<file path="src/rtl/blp_pkg.sv">
// ----------------------------------------------------------------------------
// blp_pkg: shared types and constants of the debounced button lock panel
// Widths, event and command codes, the queue entry type and the lamp color
// table used by the front, the queue and the back.
// ----------------------------------------------------------------------------
package blp_pkg;

    localparam int BUTTONS         = 6;
    localparam int PIXELS_PER_LAMP = 2;
    localparam int LEVEL_W         = 6;
    localparam int AGE_W           = 16;
    localparam int CFG_W           = 16;
    localparam int CFG_IDX_W       = 2;
    localparam int LAMP_W          = 8;
    localparam int COLOR_CODE_W    = 3;
    localparam int KIND_W          = 2;
    localparam int BTN_NUM_W       = 3;
    localparam int PIXEL_W         = 4;
    localparam int COLOR_W         = 24;
    localparam int QUEUE_DEPTH     = 2;
    localparam int QPTR_W          = $clog2(QUEUE_DEPTH);
    localparam int QCNT_W          = $clog2(QUEUE_DEPTH + 1);

    localparam logic [AGE_W-1:0] AGE_MAX = {AGE_W{1'b1}};

    localparam logic [CFG_W-1:0] DEBOUNCE_RESET  = 16'd50;
    localparam logic [CFG_W-1:0] HEARTBEAT_RESET = 16'd10000;

    // Command codes of an input transfer.
    localparam logic CMD_TICK = 1'b0;
    localparam logic CMD_LAMP = 1'b1;

    // Register indexes of the configuration port.
    localparam logic [CFG_IDX_W-1:0] CFG_DEBOUNCE  = 2'd0;
    localparam logic [CFG_IDX_W-1:0] CFG_HEARTBEAT = 2'd1;

    // Event kinds of a result transfer.
    localparam logic [KIND_W-1:0] EVT_PRESS     = 2'd0;
    localparam logic [KIND_W-1:0] EVT_HEARTBEAT = 2'd1;
    localparam logic [KIND_W-1:0] EVT_LAMP      = 2'd2;

    // Lamp color codes.
    localparam logic [COLOR_CODE_W-1:0] COLOR_RED    = 3'd1;
    localparam logic [COLOR_CODE_W-1:0] COLOR_GREEN  = 3'd2;
    localparam logic [COLOR_CODE_W-1:0] COLOR_BLUE   = 3'd3;
    localparam logic [COLOR_CODE_W-1:0] COLOR_YELLOW = 3'd4;

    localparam logic [7:0] FULL_ON = 8'd255;

    typedef struct packed {
        logic [CFG_W-1:0] debounce_ticks;
        logic [CFG_W-1:0] heartbeat_ticks;
    } cfg_t;

    // One queue entry: every result that a single input transfer causes.
    typedef struct packed {
        logic [BUTTONS-1:0] press;
        logic               heartbeat;
        logic               lamp;
        logic [PIXEL_W-1:0] first_pixel;
        logic [COLOR_W-1:0] pixel_color;
    } run_t;

    typedef struct packed {
        logic full;
        logic empty;
    } queue_status_t;

    function automatic logic [COLOR_W-1:0] color_of(input logic [COLOR_CODE_W-1:0] code);
        logic [COLOR_W-1:0] c;
        c = '0;
        unique case (code)
            COLOR_RED:    c = {FULL_ON, 8'd0, 8'd0};
            COLOR_GREEN:  c = {8'd0, FULL_ON, 8'd0};
            COLOR_BLUE:   c = {8'd0, 8'd0, FULL_ON};
            COLOR_YELLOW: c = {FULL_ON, FULL_ON, 8'd0};
            default:      c = '0;
        endcase
        return c;
    endfunction

endpackage

</file>
<file path="src/rtl/blp_cmd_if.sv">
// ----------------------------------------------------------------------------
// blp_cmd_if: input channel of the button lock panel
// Valid/ready channel carrying one tick sample or one lamp command.
// ----------------------------------------------------------------------------
interface blp_cmd_if;
    logic                                valid;
    logic                                ready;
    logic                                command;
    logic [blp_pkg::LEVEL_W-1:0]         button_levels;
    logic                                for_this_unit;
    logic [blp_pkg::LAMP_W-1:0]          lamp_number;
    logic [blp_pkg::COLOR_CODE_W-1:0]    color_code;

    modport source (
        output valid, command, button_levels, for_this_unit, lamp_number, color_code,
        input  ready
    );

    modport sink (
        input  valid, command, button_levels, for_this_unit, lamp_number, color_code,
        output ready
    );
endinterface

</file>
<file path="src/rtl/blp_evt_if.sv">
// ----------------------------------------------------------------------------
// blp_evt_if: result channel of the button lock panel
// Valid/ready channel carrying one press, heartbeat or lamp write event.
// ----------------------------------------------------------------------------
interface blp_evt_if;
    logic                              valid;
    logic                              ready;
    logic [blp_pkg::KIND_W-1:0]        event_kind;
    logic [blp_pkg::BTN_NUM_W-1:0]     button_number;
    logic [blp_pkg::PIXEL_W-1:0]       first_pixel;
    logic [blp_pkg::COLOR_W-1:0]       pixel_color;
    logic                              last_of_run;

    modport source (
        output valid, event_kind, button_number, first_pixel, pixel_color, last_of_run,
        input  ready
    );

    modport sink (
        input  valid, event_kind, button_number, first_pixel, pixel_color, last_of_run,
        output ready
    );
endinterface

</file>
<file path="src/rtl/blp_front.sv">
// ----------------------------------------------------------------------------
// blp_front: debounce and lock front end
// Accepts input transfers, updates the per-button debounce state, the locks
// and the heartbeat age, and pushes one run entry per item that has results.
// ----------------------------------------------------------------------------
module blp_front (
    input  logic                   clk,
    input  logic                   rst_n,
    input  blp_pkg::cfg_t          cfg,
    blp_cmd_if.sink                cmd,
    input  blp_pkg::queue_status_t qstat,
    output logic                   push,
    output blp_pkg::run_t          push_run
);

    logic [blp_pkg::BUTTONS-1:0] raw_prev_reg,  raw_prev_next;
    logic [blp_pkg::BUTTONS-1:0] stable_reg,    stable_next;
    logic [blp_pkg::BUTTONS-1:0] locked_reg,    locked_next;
    logic [blp_pkg::AGE_W-1:0]   age_reg  [blp_pkg::BUTTONS];
    logic [blp_pkg::AGE_W-1:0]   age_next [blp_pkg::BUTTONS];
    logic [blp_pkg::AGE_W-1:0]   hb_age_reg, hb_age_next;

    logic                        accept;
    logic [blp_pkg::BUTTONS-1:0] press;
    logic                        heartbeat;
    logic                        lamp_hit;
    logic [blp_pkg::AGE_W-1:0]   hb_inc;
    logic [blp_pkg::LAMP_W-1:0]  lamp_idx;

    assign cmd.ready = !qstat.full;
    assign accept    = cmd.valid && cmd.ready;
    assign lamp_idx  = cmd.lamp_number - blp_pkg::LAMP_W'(1);

    always_comb
    begin
        raw_prev_next = raw_prev_reg;
        stable_next   = stable_reg;
        locked_next   = locked_reg;
        hb_age_next   = hb_age_reg;
        press         = '0;
        heartbeat     = 1'b0;
        lamp_hit      = 1'b0;
        hb_inc        = '0;
        for (int i = 0; i < blp_pkg::BUTTONS; i++)
        begin
            age_next[i] = age_reg[i];
        end

        if (cmd.command == blp_pkg::CMD_TICK)
        begin
            // Each button is an independent lane.
            for (int i = 0; i < blp_pkg::BUTTONS; i++)
            begin
                if (cmd.button_levels[i] != raw_prev_reg[i])
                begin
                    age_next[i] = '0;
                end
                else if (age_reg[i] != blp_pkg::AGE_MAX)
                begin
                    age_next[i] = age_reg[i] + blp_pkg::AGE_W'(1);
                end
                if (age_next[i] > cfg.debounce_ticks && cmd.button_levels[i] != stable_reg[i])
                begin
                    stable_next[i] = cmd.button_levels[i];
                    if (!cmd.button_levels[i] && !locked_reg[i])
                    begin
                        press[i]       = 1'b1;
                        locked_next[i] = 1'b1;
                    end
                end
                raw_prev_next[i] = cmd.button_levels[i];
            end

            hb_inc = (hb_age_reg != blp_pkg::AGE_MAX) ? hb_age_reg + blp_pkg::AGE_W'(1)
                                                       : hb_age_reg;
            if (hb_inc > cfg.heartbeat_ticks)
            begin
                hb_age_next = '0;
                heartbeat   = 1'b1;
            end
            else
            begin
                hb_age_next = hb_inc;
            end
        end
        else
        begin
            if (cmd.for_this_unit && cmd.lamp_number >= blp_pkg::LAMP_W'(1)
                && cmd.lamp_number <= blp_pkg::LAMP_W'(blp_pkg::BUTTONS))
            begin
                lamp_hit = 1'b1;
                for (int i = 0; i < blp_pkg::BUTTONS; i++)
                begin
                    if (lamp_idx == blp_pkg::LAMP_W'(i))
                    begin
                        locked_next[i] = 1'b0;
                    end
                end
            end
        end
    end

    assign push_run.press       = press;
    assign push_run.heartbeat   = heartbeat;
    assign push_run.lamp        = lamp_hit;
    assign push_run.first_pixel = blp_pkg::PIXEL_W'(lamp_idx * blp_pkg::PIXELS_PER_LAMP);
    assign push_run.pixel_color = blp_pkg::color_of(cmd.color_code);
    assign push                 = accept && ((|press) || heartbeat || lamp_hit);

    always_ff @(posedge clk or negedge rst_n)
    begin
        if (!rst_n)
        begin
            raw_prev_reg <= '1;
            stable_reg   <= '1;
            locked_reg   <= '0;
            hb_age_reg   <= '0;
            for (int i = 0; i < blp_pkg::BUTTONS; i++)
            begin
                age_reg[i] <= '0;
            end
        end
        else if (accept)
        begin
            raw_prev_reg <= raw_prev_next;
            stable_reg   <= stable_next;
            locked_reg   <= locked_next;
            hb_age_reg   <= hb_age_next;
            for (int i = 0; i < blp_pkg::BUTTONS; i++)
            begin
                age_reg[i] <= age_next[i];
            end
        end
    end

endmodule

</file>
<file path="src/rtl/blp_queue.sv">
// ----------------------------------------------------------------------------
// blp_queue: run entry queue
// Short first-in first-out queue of run entries between front and back.
// ----------------------------------------------------------------------------
module blp_queue (
    input  logic                   clk,
    input  logic                   rst_n,
    input  logic                   push,
    input  blp_pkg::run_t          push_run,
    input  logic                   pop,
    output blp_pkg::run_t          pop_run,
    output blp_pkg::queue_status_t qstat
);

    blp_pkg::run_t               slot_reg [blp_pkg::QUEUE_DEPTH];
    logic [blp_pkg::QPTR_W-1:0]  wr_ptr_reg, wr_ptr_next;
    logic [blp_pkg::QPTR_W-1:0]  rd_ptr_reg, rd_ptr_next;
    logic [blp_pkg::QCNT_W-1:0]  count_reg,  count_next;
    logic                        do_push;
    logic                        do_pop;

    assign qstat.full  = (count_reg == blp_pkg::QCNT_W'(blp_pkg::QUEUE_DEPTH));
    assign qstat.empty = (count_reg == '0);
    assign do_push     = push && !qstat.full;
    assign do_pop      = pop && !qstat.empty;
    assign pop_run     = slot_reg[rd_ptr_reg];

    always_comb
    begin
        wr_ptr_next = wr_ptr_reg;
        rd_ptr_next = rd_ptr_reg;
        count_next  = count_reg;
        if (do_push)
        begin
            wr_ptr_next = (wr_ptr_reg == blp_pkg::QPTR_W'(blp_pkg::QUEUE_DEPTH - 1))
                          ? '0 : wr_ptr_reg + blp_pkg::QPTR_W'(1);
        end
        if (do_pop)
        begin
            rd_ptr_next = (rd_ptr_reg == blp_pkg::QPTR_W'(blp_pkg::QUEUE_DEPTH - 1))
                          ? '0 : rd_ptr_reg + blp_pkg::QPTR_W'(1);
        end
        if (do_push && !do_pop)
        begin
            count_next = count_reg + blp_pkg::QCNT_W'(1);
        end
        else if (do_pop && !do_push)
        begin
            count_next = count_reg - blp_pkg::QCNT_W'(1);
        end
    end

    always_ff @(posedge clk)
    begin
        if (do_push)
        begin
            slot_reg[wr_ptr_reg] <= push_run;
        end
    end

    always_ff @(posedge clk or negedge rst_n)
    begin
        if (!rst_n)
        begin
            wr_ptr_reg <= '0;
            rd_ptr_reg <= '0;
            count_reg  <= '0;
        end
        else
        begin
            wr_ptr_reg <= wr_ptr_next;
            rd_ptr_reg <= rd_ptr_next;
            count_reg  <= count_next;
        end
    end

endmodule

</file>
<file path="src/rtl/blp_back.sv">
// ----------------------------------------------------------------------------
// blp_back: result serializer
// Takes run entries from the queue and, unless evt stalls, sends their results
// one per cycle, presses in button order, then heartbeat, then lamp write.
// ----------------------------------------------------------------------------
module blp_back (
    input  logic                   clk,
    input  logic                   rst_n,
    input  blp_pkg::queue_status_t qstat,
    input  blp_pkg::run_t          pop_run,
    output logic                   pop,
    blp_evt_if.source              evt
);

    blp_pkg::run_t                  cur_reg, cur_next;
    logic                           cur_valid_reg, cur_valid_next;
    logic                           out_valid_reg, out_valid_next;
    logic [blp_pkg::KIND_W-1:0]     kind_reg,   kind_next;
    logic [blp_pkg::BTN_NUM_W-1:0]  button_reg, button_next;
    logic [blp_pkg::PIXEL_W-1:0]    pixel_reg,  pixel_next;
    logic [blp_pkg::COLOR_W-1:0]    color_reg,  color_next;
    logic                           last_reg,   last_next;

    logic                           out_free;
    logic                           emit;
    blp_pkg::run_t                  rest;
    logic [blp_pkg::BTN_NUM_W-1:0]  low_btn;
    logic                           done;

    assign out_free = !out_valid_reg || evt.ready;
    assign emit     = cur_valid_reg && out_free;

    // Lowest pending press.
    always_comb
    begin
        low_btn = '0;
        for (int i = blp_pkg::BUTTONS - 1; i >= 0; i--)
        begin
            if (cur_reg.press[i])
            begin
                low_btn = blp_pkg::BTN_NUM_W'(i + 1);
            end
        end
    end

    always_comb
    begin
        rest        = cur_reg;
        kind_next   = kind_reg;
        button_next = button_reg;
        pixel_next  = pixel_reg;
        color_next  = color_reg;
        priority if (|cur_reg.press)
        begin
            kind_next   = blp_pkg::EVT_PRESS;
            button_next = low_btn;
            pixel_next  = '0;
            color_next  = '0;
            for (int i = 0; i < blp_pkg::BUTTONS; i++)
            begin
                if (low_btn == blp_pkg::BTN_NUM_W'(i + 1))
                begin
                    rest.press[i] = 1'b0;
                end
            end
        end
        else if (cur_reg.heartbeat)
        begin
            kind_next      = blp_pkg::EVT_HEARTBEAT;
            button_next    = '0;
            pixel_next     = '0;
            color_next     = '0;
            rest.heartbeat = 1'b0;
        end
        else
        begin
            kind_next   = blp_pkg::EVT_LAMP;
            button_next = '0;
            pixel_next  = cur_reg.first_pixel;
            color_next  = cur_reg.pixel_color;
            rest.lamp   = 1'b0;
        end
        done      = !(|rest.press) && !rest.heartbeat && !rest.lamp;
        last_next = done;
    end

    // A new entry is taken when nothing is held or the held one finishes now.
    assign pop = !qstat.empty && (!cur_valid_reg || (emit && done));

    always_comb
    begin
        cur_next       = cur_reg;
        cur_valid_next = cur_valid_reg;
        if (pop)
        begin
            cur_next       = pop_run;
            cur_valid_next = 1'b1;
        end
        else if (emit)
        begin
            cur_next       = rest;
            cur_valid_next = !done;
        end
        out_valid_next = emit ? 1'b1 : (out_valid_reg && !evt.ready);
    end

    always_ff @(posedge clk)
    begin
        cur_reg <= cur_next;
        if (emit)
        begin
            kind_reg   <= kind_next;
            button_reg <= button_next;
            pixel_reg  <= pixel_next;
            color_reg  <= color_next;
            last_reg   <= last_next;
        end
    end

    always_ff @(posedge clk or negedge rst_n)
    begin
        if (!rst_n)
        begin
            cur_valid_reg <= 1'b0;
            out_valid_reg <= 1'b0;
        end
        else
        begin
            cur_valid_reg <= cur_valid_next;
            out_valid_reg <= out_valid_next;
        end
    end

    assign evt.valid         = out_valid_reg;
    assign evt.event_kind    = kind_reg;
    assign evt.button_number = button_reg;
    assign evt.first_pixel   = pixel_reg;
    assign evt.pixel_color   = color_reg;
    assign evt.last_of_run   = last_reg;

endmodule

</file>
<file path="src/rtl/debounced_button_lock_panel.sv">
// ----------------------------------------------------------------------------
// debounced_button_lock_panel: six-button debouncer with press lockout
// Debounces active-low buttons, reports each settled press once until its
// lamp is set, emits heartbeats and turns lamp commands into pixel writes.
//
//   channel  role    handshake      carries
//   cmd      sink    valid/ready    tick sample or lamp command
//   evt      source  valid/ready    press, heartbeat or lamp write event
//   cfg_*    write   cfg_we only    debounce and heartbeat intervals
//
// The front takes one input transfer per cycle while the two-entry run queue
// has room; all state updates for that item finish in the same cycle.
// The back sets the sustained rate: it sends one result transfer per cycle
// unless evt stalls it, and holds each item until its results, up to 7, are out.
// Reset clears the control and debounce state at once; there is no clearing pass.
// A stalled result channel fills the queue, and then cmd.ready drops.
// ----------------------------------------------------------------------------
module debounced_button_lock_panel (
    input  logic                            clk,
    input  logic                            rst_n,
    blp_cmd_if.sink                         cmd,
    blp_evt_if.source                       evt,
    input  logic                            cfg_we,
    input  logic [blp_pkg::CFG_IDX_W-1:0]   cfg_index,
    input  logic [blp_pkg::CFG_W-1:0]       cfg_data
);

    // Configuration registers; writes to unknown indexes are dropped.
    blp_pkg::cfg_t          cfg_reg;

    // Front-to-queue and queue-to-back connections.
    logic                   push;
    blp_pkg::run_t          push_run;
    logic                   pop;
    blp_pkg::run_t          pop_run;
    blp_pkg::queue_status_t qstat;

    always_ff @(posedge clk or negedge rst_n)
    begin
        if (!rst_n)
        begin
            cfg_reg.debounce_ticks  <= blp_pkg::DEBOUNCE_RESET;
            cfg_reg.heartbeat_ticks <= blp_pkg::HEARTBEAT_RESET;
        end
        else if (cfg_we)
        begin
            if (cfg_index == blp_pkg::CFG_DEBOUNCE)
            begin
                cfg_reg.debounce_ticks <= cfg_data;
            end
            else if (cfg_index == blp_pkg::CFG_HEARTBEAT)
            begin
                cfg_reg.heartbeat_ticks <= cfg_data;
            end
        end
    end

    // The front classifies each item and records the results it causes.
    blp_front u_front (
        .clk      (clk),
        .rst_n    (rst_n),
        .cfg      (cfg_reg),
        .cmd      (cmd),
        .qstat    (qstat),
        .push     (push),
        .push_run (push_run)
    );

    // The queue lets the front keep taking items while results drain.
    blp_queue u_queue (
        .clk      (clk),
        .rst_n    (rst_n),
        .push     (push),
        .push_run (push_run),
        .pop      (pop),
        .pop_run  (pop_run),
        .qstat    (qstat)
    );

    // The back turns each run entry into result transfers, presses in button order first.
    blp_back u_back (
        .clk     (clk),
        .rst_n   (rst_n),
        .qstat   (qstat),
        .pop_run (pop_run),
        .pop     (pop),
        .evt     (evt)
    );

endmodule

</file>
<file path="src/flat_wrapper.sv">
// flat-port wrapper written by rule: the top's interface ports become plain ports
module debounced_button_lock_panel_flat 
  (clk, rst_n, cfg_we, cfg_index, cfg_data, cmd_valid, cmd_command, cmd_button_levels, cmd_for_this_unit, cmd_lamp_number, cmd_color_code, cmd_ready, evt_valid, evt_event_kind, evt_button_number, evt_first_pixel, evt_pixel_color, evt_last_of_run, evt_ready);
  blp_cmd_if cmd_i ();
  blp_evt_if evt_i ();
  input  logic clk;
  input  logic rst_n;
  input  logic cfg_we;
  input  logic [blp_pkg::CFG_IDX_W-1:0] cfg_index;
  input  logic [blp_pkg::CFG_W-1:0] cfg_data;
  input wire logic [$bits(cmd_i.valid)-1:0] cmd_valid;
  input wire logic [$bits(cmd_i.command)-1:0] cmd_command;
  input wire logic [$bits(cmd_i.button_levels)-1:0] cmd_button_levels;
  input wire logic [$bits(cmd_i.for_this_unit)-1:0] cmd_for_this_unit;
  input wire logic [$bits(cmd_i.lamp_number)-1:0] cmd_lamp_number;
  input wire logic [$bits(cmd_i.color_code)-1:0] cmd_color_code;
  output wire logic [$bits(cmd_i.ready)-1:0] cmd_ready;
  output wire logic [$bits(evt_i.valid)-1:0] evt_valid;
  output wire logic [$bits(evt_i.event_kind)-1:0] evt_event_kind;
  output wire logic [$bits(evt_i.button_number)-1:0] evt_button_number;
  output wire logic [$bits(evt_i.first_pixel)-1:0] evt_first_pixel;
  output wire logic [$bits(evt_i.pixel_color)-1:0] evt_pixel_color;
  output wire logic [$bits(evt_i.last_of_run)-1:0] evt_last_of_run;
  input wire logic [$bits(evt_i.ready)-1:0] evt_ready;
  assign cmd_i.valid = cmd_valid;
  assign cmd_i.command = cmd_command;
  assign cmd_i.button_levels = cmd_button_levels;
  assign cmd_i.for_this_unit = cmd_for_this_unit;
  assign cmd_i.lamp_number = cmd_lamp_number;
  assign cmd_i.color_code = cmd_color_code;
  assign cmd_ready = cmd_i.ready;
  assign evt_valid = evt_i.valid;
  assign evt_event_kind = evt_i.event_kind;
  assign evt_button_number = evt_i.button_number;
  assign evt_first_pixel = evt_i.first_pixel;
  assign evt_pixel_color = evt_i.pixel_color;
  assign evt_last_of_run = evt_i.last_of_run;
  assign evt_i.ready = evt_ready;
  debounced_button_lock_panel u_core (.clk(clk), .rst_n(rst_n), .cmd(cmd_i), .evt(evt_i), .cfg_we(cfg_we), .cfg_index(cfg_index), .cfg_data(cfg_data));
endmodule
</file>
<file path="config.mk">
export PLATFORM = sky130hd
export DESIGN_NAME = debounced_button_lock_panel_flat
export DESIGN_NICKNAME = d
export VERILOG_FILES = /design/src/rtl/blp_pkg.sv /design/src/rtl/blp_cmd_if.sv /design/src/rtl/blp_evt_if.sv /design/src/rtl/blp_front.sv /design/src/rtl/blp_queue.sv /design/src/rtl/blp_back.sv /design/src/rtl/debounced_button_lock_panel.sv /design/src/flat_wrapper.sv
export SDC_FILE = /design/constraint.sdc
export NUM_CORES = 1
export LEC_CHECK = 0
export ABC_AREA = 1
export BUFFER_PORTS_ARGS = -buffer_cell sky130_fd_sc_hd__buf_2
export CAP_MARGIN = 10
export CORE_MARGIN = 3
export CORE_UTILIZATION = 44
export DETAILED_ROUTE_END_ITERATION = 7
export GPL_ROUTABILITY_DRIVEN = 0
export HOLD_SLACK_MARGIN = 0.15
export PLACE_DENSITY = 0.58
export SETUP_SLACK_MARGIN = 0.4
export SYNTH_ARGS = -nofsm -noshare
export SYNTH_HDL_FRONTEND = slang
export SYNTH_SLANG_ARGS = --single-unit
</file>
<file path="constraint.sdc">
create_clock -name clk -period 6.32 [get_ports clk]
set_clock_uncertainty 0.1 [all_clocks]
set_input_delay 0.948 -clock clk [delete_from_list [all_inputs] [get_ports clk]]
set_output_delay 0.948 -clock clk [all_outputs]
set_load 0.02 [all_outputs]
</file>
## Word-level counts from Yosys, hierarchy flattened

Memories as Yosys holds them, arrays and structs flattened.
Cells that the tools add are included.

- Flip-flop bits (word level): 238
- Output and inout bits: 36
- Logic and storage cells: 278
- Memories: 1
- Memory bits (writable): 70
- Input port bits: 42

- Mux-type cells: 85
- Eq/ne operators: 43
- Add/subtract/negate cells: 12
- Bitwise logic cells: 2
- Reduce and logical (&&, ||, !) cells: 89
- $lt $le $gt $ge: 9

Memory list:

| memory | words | width | rd ports | clocked after Yosys merged registers in | write ports | RTL line | RTL |
|---|---|---|---|---|---|---|---|
| u_core.u_queue.slot_reg | 2 | 35 | 1 | 0 | 1 | blp_queue.sv:15 | `blp_pkg::run_t slot_reg [blp_pkg::QUEUE_DEPTH];` |

Operators by type and width:

| cell | count |
|---|---|
| $mux W16 | 20 |
| $add A16 B1 Y16 const B | 7 |
| $gt A16 B16 Y1 | 7 |
| $ne A16 B16 Y1 const B | 7 |
| $pmux W24 S4 | 1 |
| $mux W36 | 2 |
| $mux W1 | 48 |
| $reduce_and A5 Y1 | 6 |
| $reduce_bool A2 Y1 | 14 |
| $logic_and A1 B1 Y1 | 26 |
| $mux W6 | 4 |
| $logic_not A1 Y1 | 23 |
| $reduce_and A3 Y1 | 7 |
| $mux W3 | 6 |
| $reduce_or A6 Y1 | 3 |
| $eq A8 B2 Y1 const B | 2 |
| $eq A8 B3 Y1 const B | 2 |
| $ne A2 B1 Y1 const B | 7 |
| $eq A3 B2 Y1 const B | 4 |
| $eq A3 B3 Y1 const B | 4 |
| $ne A1 B1 Y1 | 12 |
| $eq A8 B1 Y1 const B | 1 |
| $ge A8 B1 Y1 const B | 1 |
| $le A8 B3 Y1 const B | 1 |
| 14 further kinds | 25 |

## Longest topological paths before layout

Gate-level depths: netlist of the first run.

- Depth after elaboration: 20
- Gate-level depth with buffers: 30
- Mapped depth without buffers: 30

## By module

Synthesis of the first run repeated with hierarchy kept, for this count alone.

- Cell total of the unflattened synthesis: 2352
- Area total of the unflattened synthesis: 19248.5 um^2

Modules (own cells, without submodules):

| module | area each (um^2) | cells an instance | sequential area each (um^2) | times used |
|---|---|---|---|---|
| blp_front | 11782.6 | 1717 | 3268.1 | 1 |
| blp_back | 3260.6 | 274 | 2152.1 | 1 |
| blp_queue | 2846.5 | 219 | 2262.2 | 1 |
| debounced_button_lock_panel | 1358.8 | 142 | 810.8 | 1 |

## Worst setup path before layout of the first run

Ideal clock, no wire load.

- Path type: input-to-reg
- Start: input cmd_button_levels[4]
- End: memory u_core.u_queue.slot_reg[1][15] in the netlist's numbering, enable pin
- Stages: 15
- Slack: 2.485 ns
- Buffers on the path: 0
- Arrival: 3.351 ns
- Library setup time: 0.384 ns
- Required time: 5.836 ns
- Cell sequence: xnor2_1 -> inv_1 -> nor3_1 -> ha_1 -> nand2_1 -> inv_1 -> nand4_1 -> nor2_1 -> nor2_1 -> nand3_1 -> nand2_1 -> nor2_1 -> nand2_1 -> nand2_1 -> nor2_1

- Cells in the longest elaborated chain, start to end: 14
- Elaborated cells between the ends (all ways): 18
- Those cells by class: order compare (1); eq/ne (2); mux (7); reduce/logical (8)

RTL lines:

| item | RTL line | RTL |
|---|---|---|
| start, declared | flat_wrapper.sv:13 | `input wire logic [$bits(cmd_i.button_levels)-1:0] cmd_button_levels;` |
| $ne A1 B1 Y1 | blp_front.sv:54 | `if (cmd.button_levels[i] != raw_prev_reg[i])` |
| $mux W16 | blp_front.sv:54 |  |
| $mux W16 | blp_front.sv:49 | `if (cmd.command == blp_pkg::CMD_TICK)` |
| $gt A16 B16 Y1 | blp_front.sv:62 | `if (age_next[i] > cfg.debounce_ticks && cmd.button_levels[i] != stable_reg[i])` |
| $logic_and A1 B1 Y1 | blp_front.sv:62 |  |
| $mux W1 * | blp_front.sv:62 |  |
| $mux W6 * | blp_front.sv:49 |  |
| $reduce_or A6 Y1 * | blp_front.sv:108 | `assign push = accept && ((\|press) \|\| heartbeat \|\| lamp_hit);` |
| $logic_or A1 B1 Y1 * (2 in a row) | blp_front.sv:108 |  |
| $logic_and A1 B1 Y1 * | blp_front.sv:108 |  |
| $logic_and A1 B1 Y1 * | blp_queue.sv:24 | `assign do_push = push && !qstat.full;` |
| $mux W1 * | blp_queue.sv:55 | `if (do_push)` |
| $mux W1 (implied by the code) * | blp_queue.sv:57 | `slot_reg[wr_ptr_reg] <= push_run;` |
| end, declared | blp_queue.sv:15 |  |

Mark *: on every way between the ends. The rest lies on a longest branch, timed or not. The select of a mux whose other input is x is not followed.

## Worst setup path after layout of the first run

- Start: register u_core.u_front.hb_age_reg[1] in the netlist's numbering
- End: register u_core.u_queue.count_reg[1] in the netlist's numbering

- Cells in the longest elaborated chain, start to end: 12
- Elaborated cells between the ends (all ways): 15
- Those cells by class: add/sub (1); order compare (1); eq/ne (1); mux (4); reduce/logical (8)

RTL lines:

| item | RTL line | RTL |
|---|---|---|
| start, declared | blp_front.sv:21 | `logic [blp_pkg::AGE_W-1:0] hb_age_reg, hb_age_next;` |
| start signal, assigned | blp_front.sv:128 | `hb_age_reg <= hb_age_next;` |
| $add A16 B1 Y16 / $ne A16 B16 Y1 (equally long branches) | blp_front.sv:74 | `hb_inc = (hb_age_reg != blp_pkg::AGE_MAX) ? hb_age_reg + blp_pkg::AGE_W'(1)` |
| $mux W16 * | blp_front.sv:74 |  |
| $gt A16 B16 Y1 * | blp_front.sv:76 | `if (hb_inc > cfg.heartbeat_ticks)` |
| $mux W1 * | blp_front.sv:76 |  |
| $mux W1 * | blp_front.sv:49 |  |
| $logic_or A1 B1 Y1 * (2 in a row) | blp_front.sv:108 |  |
| $logic_and A1 B1 Y1 * | blp_front.sv:108 |  |
| $logic_and A1 B1 Y1 * | blp_queue.sv:24 |  |
| via u_core.u_queue.do_push | blp_queue.sv:19 | `logic do_push;` |
| $logic_not A1 Y1 | blp_queue.sv:47 | `else if (do_pop && !do_push)` |
| $logic_and A1 B1 Y1 | blp_queue.sv:47 |  |
| $reduce_bool A2 Y1 (no line) | - |  |
| end signal, assigned | blp_queue.sv:73 | `count_reg <= count_next;` |
| end, declared | blp_queue.sv:18 | `logic [blp_pkg::QCNT_W-1:0] count_reg, count_next;` |

Mark *: on every way through the listed nets, which the timed path passes. The rest lies on a longest branch.
A chain may end at the register's enable or synchronous reset.

==> results by group, run 1 <==
Die
  • Initial Utilization: roughly 45%
  • Core area: approximately 34,000 um2
  • Site Rows: 67
  • Die height: ~190 um
  • IO Count: 78
  • Die area: around 37,000 um2
  • Chip Width: 191 um

Worst hold path
  • Hold Crit Class: in -> async

GRT
  • Vias in the first global route: 12,283
  • Global route overflow: 0
  • Total GRT Usage: between 20% and 30%
  • Initial antenna violation count: 1
  • Pin count of the biggest net entering global routing: roughly 170
  • First-pass GRT wire length: 62,700 um

Finish
  • Fin cells: between 2,000 and 3,000
  • Synth-to-layout area growth: 10.6%
  • Final Core Density: around 50%
  • Max reg flops: 96
  • Layout Nets: ~2,200
  • Fraction of layout cells with a size suffix above 1: a little over a tenth
  • Layout fillers: 3,361
  • Design Area, Final: 16,700 um2
  • Antenna diodes: 0

Placement
  • PortBufs: 76
  • Post-DP Area: roughly 16,000 um2
  • Dpl ws: roughly 1.7 ns
  • Final HPWL from detailed placement: approximately 28,000 um
  • Placed Cells incl. Taps: between 2,000 and 2,500

Power and ir drop
  • Clock power share: around a third
  • Flop pwr share: a little under two fifths
  • Combinational power share: 28.9%
  • Pint: 3.18 mW
  • Pwr/cell area: between 200 and 300 nW/um2
  • Lkg Pwr: approximately 8.4 nW
  • Switching share of power: between 30 and 40%
  • P_sw: 1.81 mW
  • Maximum vdd drop: about 250 uV

Clock network
  • CTS Buffer Depth: 3
  • Root buffer selected by CTS: clkbuf_16
  • CTS tree: yes
  • Worst-Skew Late Latency: around 0.54 ns
  • Post-CTS Setup Repair Bufs: 0
  • Post-CTS resize count: 0
  • Max H-tree Level: 1
  • TritonCTS Buffers: 27
  • Reg clk slew, reported paths: about 0.06 ns
  • CTS Hold Buffers Added: 0
  • Clk sink count: approximately 220

Route
  • Via density: between 5 and 6
  • Initial DRC count: between 800 and 900
  • DR DRC count: 0
  • Total Wirelength: ~38,000 um
  • Antenna Violating Nets Remaining: 0
  • Vias post-DR: between 10,000 and 15,000
  • Avg WL per Cell: between 15 and 20 um
  • Drt first pass iters: 5

Synthesis
  • Post-synth top flop: dfrtp_1
  • Number of flops mapped to enable cells by yosys: 54
  • Synth unique cells: 50
  • Post-synthesis sequential area ratio: about two fifths
  • Syn nets: roughly 2,200
  • Mapped Cells: about 2,000
  • Mean post-synth cell area: 7.58 um2
  • Area of the mapped netlist: roughly 15,000 um2
  • Synth async-reset ratio: 75.7%
  • Synthesis-stage register bit count: around 220
  • Synthesis Warnings: 0

Run
  • Max Cap Violations: 0

Critical path
  • Crit Path Max Fanout: 8
  • CP arrival: between 4 and 5 ns
  • Required @ worst endpoint: roughly 6.6 ns
  • Delay-heaviest family, CP: simple AND/OR/NAND/NOR gates
  • Most frequent CP cell: nand2_1
  • Cell Chain, Critical Path: ha_1, nand2_1, nor2_1, nand3_1, nor2_1, nand4_2, inv_1, nor3_1, xor2_1, inv_1, ha_1, nand2_1, nor4_1, nand3_1, nand3_1, nand2_1, nor2_1, nand2_1, nand2_1, inv_1, ha_1, a21oi_1, o21ai_0, xor2_1
  • CP Class: reg -> reg
  • CP Buf/Inv Count: 3
  • Slowest Stage Delay on Critical Path: roughly 0.39 ns
  • CP Launch Type: flip-flop
  • Type of destination of the critical path: flip-flop
  • Worst path slowest cell: dfrtp_1

STA
  • RSZ-0062 raised after global routing: false
  • Setup TNS: 0 ns
  • # setup viols final: 0
  • FMAX: roughly 230 MHz
  • Relative slew slack: between 20% and 30%
  • Final Max Slew Viols: 0
  • Part of the cycle the worst path needs: a little over two thirds
  • Final min period: between 4 and 5 ns
  • Least-Margin Pin Slew: about 1.2 ns
  • Final Hold Viols: 0
  • Setup WS post-layout: ~1.9 ns

Run status
  • Status: finished, final reports clean
==> layer usage <==
metal,GRT usage [%],vias to the layer above,wire (um),part of all wire [%]
met5,0,-,13,0.034
met4,4.18,2,842,2.2
met3,2.38,51,1890,4.9
met2,35.2,289,17700,46
met1,29.6,5925,17900,47
li1,-,6606,-,-
==> Yosys cell counts (2+ instances only) <==
cell type / number / area share (%)
a211oi_2: 2 / 0.17
a21o_1: 6 / 0.30
a21oi_1: 100 / 3.3
a21oi_2: 9 / 0.52
a31oi_1: 16 / 0.66
buf_1: 3 / 0.074
buf_2: 6 / 0.20
buf_4: 23 / 1.1
buf_6: 2 / 0.15
clkbuf_1: 26 / 0.65
dfrtp_1: 148 / 24
dfstp_2: 20 / 3.5
edfxtp_1: 54 / 11
ha_1: 126 / 10
inv_1: 311 / 7.7
inv_2: 11 / 0.27
mux2i_1: 7 / 0.46
nand2_1: 505 / 13
nand2_2: 5 / 0.21
nand2_4: 3 / 0.22
nand3_1: 78 / 2.6
nand3b_1: 5 / 0.25
nand4_1: 34 / 1.4
nor2_1: 139 / 3.4
nor2_2: 7 / 0.29
nor2_4: 3 / 0.22
nor3_1: 35 / 1.2
nor3_2: 12 / 0.79
nor4_1: 9 / 0.37
o21a_1: 3 / 0.15
o21ai_0: 184 / 6.1
o21ai_1: 17 / 0.56
o21ai_2: 8 / 0.46
o21bai_1: 8 / 0.40
o22ai_1: 10 / 0.41
o31ai_1: 7 / 0.35
or2_2: 2 / 0.083
xnor2_1: 17 / 0.98
xnor2_2: 2 / 0.22
xor2_1: 24 / 1.4
==> worst reg2reg max path, stage by stage, from the launching register on <==
cell and delay, ns:
dfrtp_1 0.39, ha_1 0.19, nand2_1 0.11, nor2_1 0.18, nand3_1 0.16, nor2_1 0.19, nand4_2 0.25, inv_1 0.14
nor3_1 0.07, xor2_1 0.17, inv_1 0.07, ha_1 0.27, nand2_1 0.06, nor4_1 0.38, nand3_1 0.16, nand3_1 0.17
nand2_1 0.08, nor2_1 0.21, nand2_1 0.11, nand2_1 0.11, inv_1 0.06, ha_1 0.31, a21oi_1 0.11, o21ai_0 0.11
xor2_1 0.15
==> layout by cell type (no fill, tap or decap), drive strengths merged <==
master | netlist | final
nand2 | 513 | 513
inv | 322 | 323
o21ai | 209 | 209
nor2 | 149 | 149
dfrtp | 148 | 148
ha | 126 | 126
a21oi | 109 | 109
buf | 34 | 82
nand3 | 80 | 80
edfxtp | 54 | 54
nor3 | 47 | 47
nand4 | 35 | 35
clkbuf | 26 | 29
xor2 | 25 | 25
dfstp | 20 | 20
xnor2 | 19 | 19
a31oi | 16 | 16
o22ai | 10 | 10
clkinv | 0 | 10
nor4 | 9 | 9
o21bai | 8 | 8
o31ai | 7 | 7
mux2i | 7 | 7
a21o | 6 | 6
nand3b | 5 | 5
clkinvlp | 0 | 5
bufinv | 0 | 5
o21a | 3 | 3
a211oi | 3 | 3
or2 | 3 | 3
nor3b | 1 | 1
a221oi | 1 | 1
o211ai | 1 | 1
conb | 1 | 1
==> cell families after synthesis <==
kind of cell / Yosys count / synth area share [%]
compound gates: 373 / 13.6
xor+xnor: 44 / 2.70
fa+ha+maj: 126 / 10.4
buf+inv: 382 / 10.2
flops: 222 / 38.7
mux: 7 / 0.463
other cells: 1 / 0.0248
simple gates: 842 / 24.0
==> worst paths after layout <==
kind / start / to / slack [ns] / depth (start not counted)
hold reg to reg: u_core.u_queue.wr_ptr_reg / u_core.u_queue.wr_ptr_reg / 0.37 / 2
setup / recovery: u_core.u_front.hb_age_reg[1] / u_core.u_queue.count_reg[1] / 1.89 / 24
setup reg to reg: u_core.u_front.hb_age_reg[1] / u_core.u_queue.count_reg[1] / 1.89 / 24
min in group clk: u_core.u_queue.wr_ptr_reg / u_core.u_queue.wr_ptr_reg / 0.37 / 2
max in group asynchronous: rst_n / u_core.u_front.age_reg[50] / 4.82 / 2
hold / removal: rst_n / u_core.u_front.age_reg[42] / 0.33 / 2
==> layout make-up <==
type                       instances  area (um2)  area share, %
multi-input combinational       1393        7730           46.2
inverter                         322        1210           7.22
sequential                       222        5850           35.0
clock inverter                    21         249           1.49
tap                              448         561           3.35
clock buffer                      29         683           4.08
timing repair buffer              82         444           2.65
==> through the flow <==
stage / hold WS, ns / total power, mW
global route: 0.405 / 5.34
detailed placement: 0.359 / 3.37
global placement: 0.355 / 3.34
floorplan: 0.342 / 2.95
CTS: 0.374 / 5.04
finish: 0.327 / 4.98
==> power groups by stage <==
stage	registers, mW	logic [mW]	clock network, mW
detailed placement	1.93	1.44	0
global route	1.94	1.66	1.73
CTS	1.91	1.45	1.68
finish	1.91	1.44	1.63
global placement	1.93	1.41	0
floorplan	1.88	1.07	0
Note: power is estimated with default switching activity, not from simulation.
==> inputs of run 2 (changes only) <==
clock period = 4.2 ns   (was 6.32 ns; I/O delays follow)
==> results by group, run 2 (synthesis gave the netlist of run 1 again) <==
GRT
  • Global route overflow: 0
  • Total GRT Usage: between 20% and 30%
  • Initial antenna violation count: 0
  • Vias in the first global route: around 12,000
  • Pin count of the biggest net entering global routing: a little under 90
  • First-pass GRT wire length: between 60,000 and 70,000 um

STA
  • Relative slew slack: between 20% and 30%
  • # setup viols final: 0
  • Final Hold Viols: 0
  • Least-Margin Pin Slew: ~1.1 ns
  • Final min period: about 3.7 ns
  • Final Max Slew Viols: 0
  • Setup TNS: 0 ns
  • RSZ-0062 raised after global routing: true
  • Part of the cycle the worst path needs: between 80% and 90%
  • FMAX: 269 MHz
  • Setup WS post-layout: roughly 0.48 ns
  • Hold_ws: about 0.22 ns

Finish
  • Fraction of layout cells with a size suffix above 1: around 17%
  • Layout Nets: approximately 2,300
  • Most frequent cells in the layout: nand2_1 (489), inv_1 (309), o21ai_0 (180), dfrtp_1 (146), ha_1 (117)
  • Antenna diodes: 0
  • Most common cell after layout, fill and taps aside: nand2_1
  • Max reg flops: 96
  • Synth-to-layout area growth: 16.6%

Placement
  • PortBufs: 76
  • Final HPWL from detailed placement: approximately 28,000 um
  • Dpl ws: 0.0103 ns

Worst hold path
  • Hold Crit Depth: 3
  • Hold Crit Class: in -> reg

Route
  • Drt first pass iters: 5
  • Total Wirelength: ~38,000 um
  • Avg WL per Cell: ~15 um
  • Antenna Violating Nets Remaining: 0
  • Vias post-DR: between 10,000 and 15,000
  • Via density: roughly 5
  • DR DRC count: 0
  • Initial DRC count: 730

Critical path
  • Slowest Stage Delay on Critical Path: 0.40 ns
  • CP Launch Type: flip-flop
  • Worst path slowest cell: dfrtp_1
  • Crit Path Max Fanout: 6
  • R2R depth: 27
  • Most frequent CP cell: nand2_1
  • CP Class: reg -> reg
  • Type of destination of the critical path: flip-flop
  • Required @ worst endpoint: 4.51 ns
  • CP arrival: about 4 ns

Clock network
  • Reg clk slew, reported paths: 0.06 ns
  • Clk sink count: roughly 220
  • CTS tree: yes
  • TritonCTS Buffers: 27
  • Max H-tree Level: 1
  • CTS Buffer Depth: 3
  • Root buffer selected by CTS: clkbuf_16
  • Worst-Skew Late Latency: between 0.5 and 0.6 ns

Die
  • Chip Width: about 190 um
  • Die area: approximately 37,000 um2
  • Core area: 33,700 um2
  • Initial Utilization: roughly 45%
  • IO Count: between 70 and 80
  • Die height: around 190 um
  • Site Rows: 67

Power and ir drop
  • Lkg Pwr: around 8.8 nW
  • Maximum vdd drop: around 320 uV
  • Pwr/cell area: 439 nW/um2

Run
  • Max Cap Violations: 0

Run status
  • Status: finished, final reports clean
[run 2: final timing paths]
check                                            from                           to  slack, ns
max in group asynchronous                       rst_n   u_core.u_front.age_reg[59]       2.49
hold / removal                            cfg_data[1]           u_core.cfg_reg[17]       0.22
setup reg to reg           u_core.u_front.age_reg[81]  u_core.u_queue.count_reg[1]       0.48
setup / recovery           u_core.u_front.age_reg[81]  u_core.u_queue.count_reg[1]       0.48
min in group asynchronous                       rst_n   u_core.u_front.age_reg[57]       0.66
hold reg to reg             u_core.u_queue.wr_ptr_reg    u_core.u_queue.wr_ptr_reg       0.37
[run 2: per-stage QoR]
stage	cells	area (um2)	power, mW	utilization (%)
after floorplan	1997	15100	4.44	-
after global placement	2479	15900	5.07	47.2
after detailed placement	2479	15900	5.11	47.2
after CTS	2551	17200	7.69	51.0
after global routing	2571	17600	8.30	52.4
final	2571	17600	7.74	52.4
[run 2: critical path: cells and delay by family, from the launching register on]
family / cells / cell delay (ns)
fa+ha+maj: 3 / 0.65
simple gates: 17 / 1.68
xor+xnor: 2 / 0.29
flops: 1 / 0.40
compound gates: 3 / 0.35
buf+inv: 2 / 0.12
[run 2: what timing repair did]
item                                    in CTS  in global routing
gates resized for setup                     44                 77
pin swaps                                   16                 46
gates cloned                                 0                  1
hold endpoints to repair                    69                  0
endpoints found under the setup margin      30                 37
hold buffers                                 1                  0
buffers inserted                            22                 19
[run 2: layout make-up]
class	count	area [um2]
Clock buffer	35	746
Clock inverter	14	183
Fill cell	3297	16100
Inverter	322	1210
Multi-Input combinational cell	1393	8200
Sequential cell	222	5850
Tap cell	448	561
Timing Repair Buffer	137	888
[run 2: layer usage]
| metal | global-route usage [%] | wire length, um | up-vias |
|---|---|---|---|
| met5 | 0 | 0 | - |
| li1 | - | - | 6732 |
| met4 | 4.80 | 870 | 0 |
| met2 | 35.8 | 18100 | 229 |
| met1 | 28.6 | 18000 | 6089 |
| met3 | 2.29 | 1280 | 57 |
[run 2: power breakdown]
group	internal, mW	switching (mW)
sequential	2.58	0.296
combinational	0.885	1.56
clock	1.49	0.929
